$ cat src/hw/rtl/dps_pkg.sv
// shared types and constants for the dag precedence scoreboard
package dps_pkg;

    localparam int NODE_W = 7;
    localparam int SLOT_W = 3;
    localparam int ROW_W  = 64;
    localparam int SEQ_W  = 6;
    localparam int JOB_W  = 32;

    localparam logic [2:0] MODE_LOAD_PRED = 3'd0;
    localparam logic [2:0] MODE_LOAD_HEAD = 3'd1;
    localparam logic [2:0] MODE_RELEASE   = 3'd2;
    localparam logic [2:0] MODE_START     = 3'd3;
    localparam logic [2:0] MODE_FINISH    = 3'd4;

    localparam logic [2:0] STS_STARTED   = 3'd0;
    localparam logic [2:0] STS_NOT_READY = 3'd1;
    localparam logic [2:0] STS_EXECUTING = 3'd2;
    localparam logic [2:0] STS_SIGNAL    = 3'd3;
    localparam logic [2:0] STS_FIN_DONE  = 3'd4;
    localparam logic [2:0] STS_LOADED    = 3'd5;

    typedef struct packed {
        logic [2:0]        mode;
        logic [NODE_W-1:0] node;
        logic [SLOT_W-1:0] job_slot;
        logic [ROW_W-1:0]  row_bits;
        logic [SEQ_W-1:0]  head_of;
    } t_in;

    typedef struct packed {
        logic [2:0]        status;
        logic [SEQ_W-1:0]  sequence_out;
        logic [NODE_W-1:0] node_out;
        logic [SLOT_W-1:0] slot_out;
        logic [JOB_W-1:0]  job_number;
        logic              last;
    } t_out;

    typedef enum logic [3:0] {
        S_IDLE, S_DECODE, S_LOAD, S_REL, S_ST_RD, S_ST_CHK,
        S_FIN, S_SC_RD, S_SC_CHK, S_FIN_END
    } t_state;

    typedef enum logic [2:0] {
        PUSH_NONE, PUSH_LOAD, PUSH_REL, PUSH_START, PUSH_MID, PUSH_FIN_END
    } t_push;

    typedef struct packed {
        logic  load_in;
        logic  rd_en;
        logic  rd_scan;
        logic  wr_tables;
        logic  release_job;
        logic  set_fin;
        logic  scan_clr;
        logic  scan_inc;
        logic  pend_clr;
        logic  pend_load;
        t_push push;
    } t_cmd;

    typedef struct packed {
        logic [2:0] mode;
        logic       node_valid;
        logic       out_free;
        logic       scan_more;
        logic       qualify;
        logic       pend_valid;
    } t_sts;

endpackage

$ cat src/hw/rtl/dps_ctrl.sv
// sequencing state machine of the scoreboard
module dps_ctrl (
    input  logic          i_clk,
    input  logic          i_rst_n,
    input  logic          i_in_valid,
    output logic          o_in_ready,
    input  dps_pkg::t_sts i_sts,
    output dps_pkg::t_cmd o_cmd
);

    dps_pkg::t_state r_state, n_state;

    always_ff @(posedge i_clk) begin
        if (!i_rst_n) begin
            r_state <= dps_pkg::S_IDLE;
        end else begin
            r_state <= n_state;
        end
    end

    always_comb begin
        n_state    = r_state;
        o_in_ready = 1'b0;
        o_cmd      = '0;
        o_cmd.push = dps_pkg::PUSH_NONE;
        unique case (r_state)
            dps_pkg::S_IDLE: begin
                o_in_ready    = 1'b1;
                o_cmd.load_in = i_in_valid;
                if (i_in_valid) begin
                    n_state = dps_pkg::S_DECODE;
                end
            end
            dps_pkg::S_DECODE: begin
                o_cmd.pend_clr = 1'b1;
                o_cmd.scan_clr = 1'b1;
                unique case (i_sts.mode) inside
                    dps_pkg::MODE_LOAD_PRED, dps_pkg::MODE_LOAD_HEAD:
                        n_state = dps_pkg::S_LOAD;
                    dps_pkg::MODE_RELEASE: n_state = dps_pkg::S_REL;
                    dps_pkg::MODE_START:   n_state = dps_pkg::S_ST_RD;
                    dps_pkg::MODE_FINISH:
                        n_state = i_sts.node_valid ? dps_pkg::S_FIN : dps_pkg::S_FIN_END;
                    default: n_state = dps_pkg::S_IDLE;
                endcase
            end
            dps_pkg::S_LOAD: begin
                if (i_sts.out_free) begin
                    o_cmd.wr_tables = 1'b1;
                    o_cmd.push      = dps_pkg::PUSH_LOAD;
                    n_state         = dps_pkg::S_IDLE;
                end
            end
            dps_pkg::S_REL: begin
                if (i_sts.out_free) begin
                    o_cmd.release_job = 1'b1;
                    o_cmd.push        = dps_pkg::PUSH_REL;
                    n_state           = dps_pkg::S_IDLE;
                end
            end
            dps_pkg::S_ST_RD: begin
                o_cmd.rd_en = 1'b1;
                n_state     = dps_pkg::S_ST_CHK;
            end
            dps_pkg::S_ST_CHK: begin
                if (i_sts.out_free) begin
                    o_cmd.push = dps_pkg::PUSH_START;
                    n_state    = dps_pkg::S_IDLE;
                end
            end
            dps_pkg::S_FIN: begin
                o_cmd.set_fin = 1'b1;
                n_state       = dps_pkg::S_SC_RD;
            end
            dps_pkg::S_SC_RD: begin
                if (i_sts.scan_more) begin
                    o_cmd.rd_en   = 1'b1;
                    o_cmd.rd_scan = 1'b1;
                    n_state       = dps_pkg::S_SC_CHK;
                end else begin
                    n_state = dps_pkg::S_FIN_END;
                end
            end
            dps_pkg::S_SC_CHK: begin
                // a new hit flushes the held signal, which is then known not to be last
                if (!(i_sts.qualify && i_sts.pend_valid && !i_sts.out_free)) begin
                    o_cmd.scan_inc = 1'b1;
                    if (i_sts.qualify) begin
                        o_cmd.pend_load = 1'b1;
                        if (i_sts.pend_valid) begin
                            o_cmd.push = dps_pkg::PUSH_MID;
                        end
                    end
                    n_state = dps_pkg::S_SC_RD;
                end
            end
            dps_pkg::S_FIN_END: begin
                if (i_sts.out_free) begin
                    o_cmd.push = dps_pkg::PUSH_FIN_END;
                    n_state    = dps_pkg::S_IDLE;
                end
            end
            default: n_state = dps_pkg::S_IDLE;
        endcase
    end

endmodule

$ cat config.mk
export PLATFORM = sky130hd
export DESIGN_NAME = dps_ctrl
export DESIGN_NICKNAME = d
export VERILOG_FILES = /design/src/hw/rtl/dps_pkg.sv /design/src/hw/rtl/dps_ctrl.sv
export SDC_FILE = /design/constraint.sdc
export NUM_CORES = 1
export LEC_CHECK = 0
export BUFFER_PORTS_ARGS = -buffer_cell sky130_fd_sc_hd__buf_2
export CAP_MARGIN = 20
export CORE_MARGIN = 10
export CORE_UTILIZATION = 35
export CTS_CLUSTER_SIZE = 14
export DETAILED_ROUTE_END_ITERATION = 10
export PLACE_DENSITY_LB_ADDON = 0.05
export SYNTH_ARGS = -nofsm -noshare
export SYNTH_HDL_FRONTEND = slang
export SYNTH_SLANG_ARGS = --single-unit
$ cat constraint.sdc
create_clock -name i_clk -period 4.3 [get_ports i_clk]
set_clock_uncertainty 0.05 [all_clocks]
set_input_delay 0.86 -clock i_clk [delete_from_list [all_inputs] [get_ports i_clk]]
set_output_delay 0.86 -clock i_clk [all_outputs]
set_load 0.01 [all_outputs]
==> flow_metrics.env, run 1 <==
export IMPL_crit_fanout=17
export IMPL_syn2layout_area_growth_pct=28.4
export IMPL_ctsResizeCount=0
export IMPL_grt_max_degree=18
export IMPL_synth_area_top_cells="dfxtp_1 (16%), a21oi_1 (6.1%), nor2_1 (5.4%)"
export IMPL_diodes=0
export IMPL_syn_area_per_cell_um2=6.79
export IMPL_num_vias=619
export IMPL_hpwl_um=1200
export IMPL_wl_per_cell_um=13.6
export IMPL_ir_worst_vdd_uv=82.8
export IMPL_cts_setup_buffers=0
export IMPL_antenna_found_initial=0
export IMPL_hold_path_class="reg -> reg"
export IMPL_p_comb_frac=0.320
export IMPL_r2r_slack_ps=2550
export IMPL_yosysTopAreaCellShare=0.164
export IMPL_die_w_um=57.4
export IMPL_ios=25
export IMPL_stdcell_count=109
export IMPL_holdWs_ps=700
export IMPL_clockBufferDepth=2
export IMPL_internal_power_uw=90.7
export IMPL_critPathCaptureType="primary output"
export IMPL_dpl_cell_count=106
export IMPL_cp_slowest_cell="or4b_4"
export IMPL_synth_ff_type="dfxtp_1"
export IMPL_critPathMaxStageDelay_ps=640
export IMPL_synth_top_area_cell="dfxtp_1"
export IMPL_hold_viol=0
export IMPL_yosysUniqueCellTypes=30
export IMPL_required_ps=3390
export IMPL_overflow=0
export IMPL_maxCapViolCount=0
export IMPL_largest_register_ffs=4
export IMPL_netlist_area_um2=489
export IMPL_grt_pass1_wl_um=2400
export IMPL_numCtsBuffers=3
export IMPL_post_route_period_util=0.613
export IMPL_synthCells=72
export IMPL_status="completed"
export IMPL_core_area_um2=1320
export IMPL_grt_use_total=0.0873
export IMPL_switching_share=0.343
export IMPL_clock_fmax_mhz=379
export IMPL_drt_total_wl_um=1480
export IMPL_finalSetupViolCount=0
export IMPL_clk_latency_ps=230
export IMPL_async_flop_share=0
export IMPL_pwr_share_seq=0.342
export IMPL_tns_ps=0
export IMPL_leakage_nw=0.296
export IMPL_relSlewSlack=0.633
export IMPL_path_class="reg -> out"
export IMPL_htreeDepth=1
export IMPL_cp_cell_sequence="or4b_4 > a211oi_1 > buf_2"
export IMPL_drc=0
export IMPL_p_sw_uw=47.3
export IMPL_top_register="r_state"
export IMPL_p_clk_frac=0.338
export IMPL_layout_nets=107
export IMPL_gp_congestion=0.762
export IMPL_grt_setup_unrepaired="no"
export IMPL_syn_nets=83
export IMPL_viasPerCell=5.68
export IMPL_dr_pass1_iters=4
export IMPL_io_buffers=24
export IMPL_largestRegisters="r_state (4)"
export IMPL_drive_above_1_share=0.319
export IMPL_die_area_um2=3290
export IMPL_clk_pin_slew_worst_paths_ps=40
export IMPL_die_h_um=57.4
export IMPL_clock_root_buffer="clkbuf_4"
export IMPL_grt_pass1_vias=568
export IMPL_synth_edf_count=0
export IMPL_start_util=0.371
export IMPL_cts_tree="yes"
export IMPL_cp_arrival_ps=1730
export IMPL_placement_rows=13
export IMPL_ctsHoldBuffers=0
export IMPL_finalCriticalPeriod_ps=2640
export IMPL_synth_ff_latch_count=4
export IMPL_cts_sinks=4
export IMPL_ant_nets=0
export IMPL_power_density_nw_per_um2=220
export IMPL_ys_seq_area_frac=0.164
export IMPL_dr_first_iter_drc_count=11
export IMPL_ys_warn_count=0
export IMPL_cp_start_kind="register"
export IMPL_drv_slew=0
export IMPL_max_slew_worst_pin_slew_ps=550
## power by group through the flow
| stage | sequential, mW | combinational (mW) | clock, mW |
|---|---|---|---|
| after global routing | 0.0479 | 0.0496 | 0.0499 |
| after global placement | 0.0475 | 0.0452 | 0 |
| after detailed placement | 0.0475 | 0.0445 | 0 |
| final | 0.0472 | 0.0442 | 0.0467 |
| after CTS | 0.0469 | 0.0447 | 0.0482 |
| after floorplan | 0.0423 | 0.0328 | 0 |
## synth_stat cells, types with 2 or more instances
cell type,count
o211ai_1,2
nor2_1,7
o21a_1,2
a22o_1,3
nand3_1,5
nand3b_1,2
nor3_1,5
a21oi_1,6
nor2b_1,2
nand2_1,4
dfxtp_1,4
o21ai_0,3
nor4_1,2
inv_1,6
clkbuf_1,3
nand2b_1,2
## path summary, 6_finish.rpt
| check | start | endpoint | cells past startpoint |
|---|---|---|---|
| setup / recovery | r_state[1] | o_cmd[3] | 3 |
| hold / removal | r_state[2] | r_state[2] | 1 |
| setup reg to reg | r_state[1] | r_state[0] | 4 |
| hold reg to reg | r_state[2] | r_state[2] | 1 |
## layout by cell type, fill, tap and decap left out, drive strengths merged, types with 2 or more instances in the layout
cell and n:
nor3 5, nor2 7, nand3 5, nand2b 2, o21ai 3, a21oi 6
buf 24, nand3b 2, nor4 2, o211ai 2, nor2b 2, dfxtp 4
nand2 4, clkbuf 3, o21a 2, inv 6, a22o 3
## final cells by class
type,instances,area [µm²]
sequential,4,80.1
fill,152,689
clock buffer,3,22.5
timing repair buffer,24,120
tap,15,18.8
multi-input combinational,57,364
inverter,6,22.5
## cell families after synthesis
family | Yosys count | synth area share
AO/OA/AOI/OAI | 23 | 0.363
buffers and inverters | 11 | 0.0921
XOR/XNOR | 1 | 0.0179
AND/OR/NAND/NOR | 33 | 0.363
flip-flops | 4 | 0.164
## layer usage
layer  global-route usage  vias up  part of all wire
met1                0.104      287              0.44
li1                     -      310                 -
met4               0.0403        0             0.018
met5                    0        -                 0
met3               0.0310        4             0.060
met2                0.135       18              0.48
## worst max-delay path, delay by kind of cell, from the launching register on
family,cells,cell delay (ps)
simple gates,1,640
buf+inv,1,160
compound gates,1,220
flops,1,470
## stage by stage
stage,power [mW],util,instance area (µm²),setup WS (ps)
after floorplan,0.0751,-,489,2090
after global placement,0.0926,0.460,606,1900
after detailed placement,0.0920,0.460,606,1920
after CTS,0.140,0.477,628,1660
after global routing,0.147,0.477,628,1570
final,0.138,0.477,628,1660
Note: power is estimated with default switching activity, not from simulation.
==> run 2: changes to the inputs <==
clock period = 2.2 ns   (was 4.3 ns; I/O delays follow)
==> run 2 against run 1 <==
- power is 96% higher
- sequential power is 67% higher
- largest power group is now combinational logic
- clock-buffer cell count stayed put
- critical endpoint unchanged
- critical path type unchanged
- register-to-register slack worse by 1800 ps
- cell area is 4.8% higher
==> flow_metrics.env, run 2 (synthesized netlist as in run 1, its figures left out) <==
export IMPL_status="completed"
export IMPL_critPathCaptureType="primary output"
export IMPL_dr_first_iter_drc_count=9
export IMPL_die_w_um=57.4
export IMPL_post_route_period_util=0.904
export IMPL_ctsResizeCount=0
export IMPL_grt_max_degree=17
export IMPL_finalSetupViolCount=0
export IMPL_power_uw=271
export IMPL_leakage_nw=0.317
export IMPL_placement_rows=13
export IMPL_diodes=0
export IMPL_cts_sinks=4
export IMPL_core_area_um2=1320
export IMPL_clk_latency_ps=230
export IMPL_largestRegisters="r_state (4)"
export IMPL_cts_tree="yes"
export IMPL_ir_worst_vdd_uv=151
export IMPL_drive_above_1_share=0.347
export IMPL_grt_use_total=0.0927
export IMPL_antenna_found_initial=0
export IMPL_grt_pass1_wl_um=2540
export IMPL_syn2layout_area_growth_pct=34.5
export IMPL_required_ps=1710
export IMPL_pwr_share_seq=0.290
export IMPL_htreeDepth=1
export IMPL_overflow=0
export IMPL_top_register="r_state"
export IMPL_relSlewSlack=0.741
export IMPL_layout_nets=111
export IMPL_largest_register_ffs=4
export IMPL_gp_congestion=0.716
export IMPL_ios=25
export IMPL_power_density_nw_per_um2=412
export IMPL_hpwl_um=1210
export IMPL_tns_ps=0
export IMPL_final_cell_mix="buf_2 (24), nor2_1 (7), inv_1 (6), a21oi_1 (6)"
export IMPL_crit_fanout=4
export IMPL_hold_viol=0
export IMPL_start_util=0.371
export IMPL_internal_power_uw=182
export IMPL_io_buffers=24
export IMPL_maxCapViolCount=0
export IMPL_clockBufferDepth=2
export IMPL_ant_nets=0
export IMPL_grt_pass1_vias=586
export IMPL_cts_setup_buffers=0
export IMPL_dr_pass1_iters=4
export IMPL_p_sw_uw=89.2
export IMPL_ctsHoldBuffers=0
export IMPL_die_area_um2=3290
export IMPL_drt_total_wl_um=1520
export IMPL_p_comb_frac=0.387
export IMPL_path_class="reg -> out"
export IMPL_num_vias=614
export IMPL_clk_pin_slew_worst_paths_ps=40
export IMPL_drv_slew=0
export IMPL_switching_share=0.329
export IMPL_cp_arrival_ps=1500
export IMPL_grt_setup_unrepaired="no"
export IMPL_n_fill_cell=151
export IMPL_clock_root_buffer="clkbuf_4"
export IMPL_finalCriticalPeriod_ps=1990
export IMPL_drc=0
export IMPL_hold_path_class="in -> reg"
export IMPL_clock_fmax_mhz=503
export IMPL_cp_start_kind="register"
export IMPL_p_clk_frac=0.322
export IMPL_viasPerCell=5.43
export IMPL_die_h_um=57.4
export IMPL_numCtsBuffers=3
export IMPL_max_slew_worst_pin_slew_ps=384
export IMPL_mostFrequentLayoutCell="buf_2"
export IMPL_wl_per_cell_um=13.5
## run 2: power groups by stage
stage               combinational [mW]  sequential [mW]  clock, mW
finish                           0.105           0.0788     0.0874
global route                     0.118           0.0791      0.100
CTS                              0.107           0.0788     0.0911
detailed placement               0.106           0.0799          0
global placement                 0.106           0.0797          0
floorplan                       0.0640           0.0827          0
## run 2: final timing paths
check / start / endpoint / slack (ps) / cells after the start
worst max-delay path: r_state[0] / o_cmd[3] / 210 / 3
worst min-delay path: i_rst_n / r_state[3] / 420 / 2
worst max register to register: r_state[1] / r_state[1] / 720 / 5
worst min register to register: r_state[2] / r_state[2] / 630 / 2
## run 2: area by class of cell
cell class,instances,area [µm²],share of cell area
clock buffers,3,22.5,0.0342
multi-input cells,57,364,0.553
repair buffers,28,150,0.228
flip-flops and latches,4,80.1,0.122
well taps,15,18.8,0.0285
inverters,6,22.5,0.0342
## run 2: layer usage
metal | vias up | wire length (µm) | global-route usage
met5 | - | 0 | 0
met4 | 0 | 14 | 0.0503
met3 | 2 | 65 | 0.0265
met2 | 15 | 773 | 0.150
met1 | 278 | 670 | 0.106
li1 | 319 | - | -
## run 2: stage by stage
step	setup WS, ps	std cells	utilization	hold slack (ps)	instance area, µm²
6_report	212	113	0.500	416	658
5_1_grt	152	113	0.500	413	658
4_1_cts	195	113	0.500	414	658
3_5_place_dp	441	110	0.482	625	636
3_3_place_gp	464	110	0.482	628	636
2_1_floorplan	432	72	-	508	489
## run 2: worst max-delay path: stages (launching register included)
cell and delay (ps):
dfxtp_1 300, or4b_4 580, a211oi_1 230, buf_2 170
==> run 3: changes to the inputs <==
CORE_AREA = 10 10 47 49   (was not set)
CORE_MARGIN = not set   (was 10)
CORE_UTILIZATION = not set   (was 35)
DIE_AREA = 0 0 57 59   (was not set)
==> run 3 against run 2 <==
- fmax shrank 0.21%
- hold slack worse by 14 ps
- sequential power hardly changed
- clock power rose by 4.2%
- combinational power barely moved
- register-to-register slack barely moved
- first-iteration DRC count fell by 22%
==> flow_metrics.env, run 3 (synthesized netlist as in run 1, its figures left out) <==
export IMPL_cp_slowest_cell="or4b_4"
export IMPL_worst_path_buf_inv=1
export IMPL_path_class="reg -> out"
export IMPL_busiest_layer="met2"
export IMPL_htreeDepth=1
export IMPL_core_area_um2=1400
export IMPL_largestRegisters="r_state (4)"
export IMPL_max_slew_worst_pin_slew_ps=390
export IMPL_ios=25
export IMPL_numCtsBuffers=3
export IMPL_clockBufferDepth=2
export IMPL_cp_cell_sequence="or4b_4 > a211oi_1 > buf_2"
export IMPL_use_met1=0.102
export IMPL_syn2layout_area_growth_pct=34.8
export IMPL_finalCriticalPeriod_ps=1990
export IMPL_clock_fmax_mhz=502
export IMPL_dr_pass1_iters=2
export IMPL_drv_slew=0
export IMPL_top_register="r_state"
export IMPL_met3_usage=0.0172
export IMPL_wl_per_cell_um=13.6
export IMPL_layout_nets=111
export IMPL_p_comb_frac=0.382
export IMPL_clk_latency_ps=230
export IMPL_critPathCaptureType="primary output"
export IMPL_ant_nets=0
export IMPL_internal_power_uw=182
export IMPL_num_vias=605
export IMPL_die_w_um=57
export IMPL_overflow=0
export IMPL_critPathTopFamily="simple AND/OR/NAND/NOR gates"
export IMPL_cp_start_kind="register"
export IMPL_grt_pass1_wl_um=2560
export IMPL_antenna_found_initial=0
export IMPL_grt_setup_unrepaired="no"
export IMPL_pwr_share_seq=0.287
export IMPL_grt_pass1_vias=586
export IMPL_required_ps=1710
export IMPL_switching_share=0.337
export IMPL_critPathMaxStageDelay_ps=580
export IMPL_cts_tree="yes"
export IMPL_tns_ps=0
export IMPL_diodes=0
export IMPL_drive_above_1_share=0.347
export IMPL_post_route_period_util=0.906
export IMPL_n_fill_cell=166
export IMPL_largest_register_ffs=4
export IMPL_die_area_um2=3360
export IMPL_relSlewSlack=0.737
export IMPL_final_cell_mix="buf_2 (24), nor2_1 (7), inv_1 (6), a21oi_1 (6)"
export IMPL_viasPerCell=5.31
export IMPL_ctsHoldBuffers=0
export IMPL_dpl_cell_count=111
export IMPL_start_util=0.349
export IMPL_cts_setup_buffers=0
export IMPL_die_h_um=59
export IMPL_power_density_nw_per_um2=417
export IMPL_maxCapViolCount=0
export IMPL_finalSetupViolCount=0
export IMPL_dr_first_iter_drc_count=7
export IMPL_leakage_nw=0.317
export IMPL_p_sw_uw=92.8
export IMPL_ir_worst_vdd_uv=116
export IMPL_grt_max_degree=17
export IMPL_clk_pin_slew_worst_paths_ps=40
export IMPL_gp_congestion=0.688
export IMPL_drt_total_wl_um=1550
export IMPL_io_buffers=24
export IMPL_status="completed"
export IMPL_drc=0
export IMPL_r2r_slack_ps=720
export IMPL_p_clk_frac=0.331
export IMPL_cp_arrival_ps=1500
export IMPL_crit_fanout=4
export IMPL_ctsResizeCount=0
export IMPL_hpwl_um=1250
export IMPL_grt_use_total=0.0938
export IMPL_mostFrequentLayoutCell="buf_2"
export IMPL_hold_viol=0
export IMPL_stdcell_count=114
export IMPL_cts_sinks=4
export IMPL_clock_root_buffer="clkbuf_4"
export IMPL_placement_rows=14
export IMPL_hold_path_class="in -> reg"
export IMPL_use_met2=0.163
[run 3: cell counts in the layout (fill, tap and decap cells not counted)]
No cell type changed its count.
[run 3: final cells by class]
type	count	area, µm²	share of cell area
inverter	6	22.5	0.0342
timing repair buffer	28	150	0.228
multi-input combinational	57	364	0.552
clock buffer	3	22.5	0.0342
tap	16	20.0	0.0304
sequential	4	80.1	0.121
[run 3: path summary, 6_finish.rpt]
check / startpoint / to / depth (start not counted)
worst min register to register: r_state[2] / r_state[2] / 2
worst min-delay path: i_rst_n / r_state[3] / 2
worst max-delay path: r_state[0] / o_cmd[3] / 3
worst max register to register: r_state[1] / r_state[1] / 5
[run 3: layer usage]
layer  vias to the layer above  wire [µm]  share of wire
met3                         2         31          0.020
li1                        322          -              -
met2                         9        831           0.54
met5                         -          0              0
met4                         0         19          0.012
met1                       272        665           0.43
[run 3: through the flow]
stage / power, mW / area [µm²] / util / hold WS (ps) / setup WS, ps
global placement: 0.186 / 637 / 0.454 / 628 / 469
detailed placement: 0.186 / 637 / 0.454 / 621 / 443
floorplan: 0.147 / 489 / - / 508 / 432
CTS: 0.280 / 659 / 0.471 / 392 / 186
global route: 0.304 / 659 / 0.471 / 403 / 114
finish: 0.275 / 659 / 0.471 / 402 / 207
[run 3: power groups by stage]
stage	Combinational, mW	Sequential (mW)	Clock (mW)
after floorplan	0.0640	0.0827	0
after global placement	0.106	0.0797	0
after detailed placement	0.106	0.0799	0
after CTS	0.107	0.0788	0.0951
after global routing	0.119	0.0792	0.106
final	0.105	0.0788	0.0911
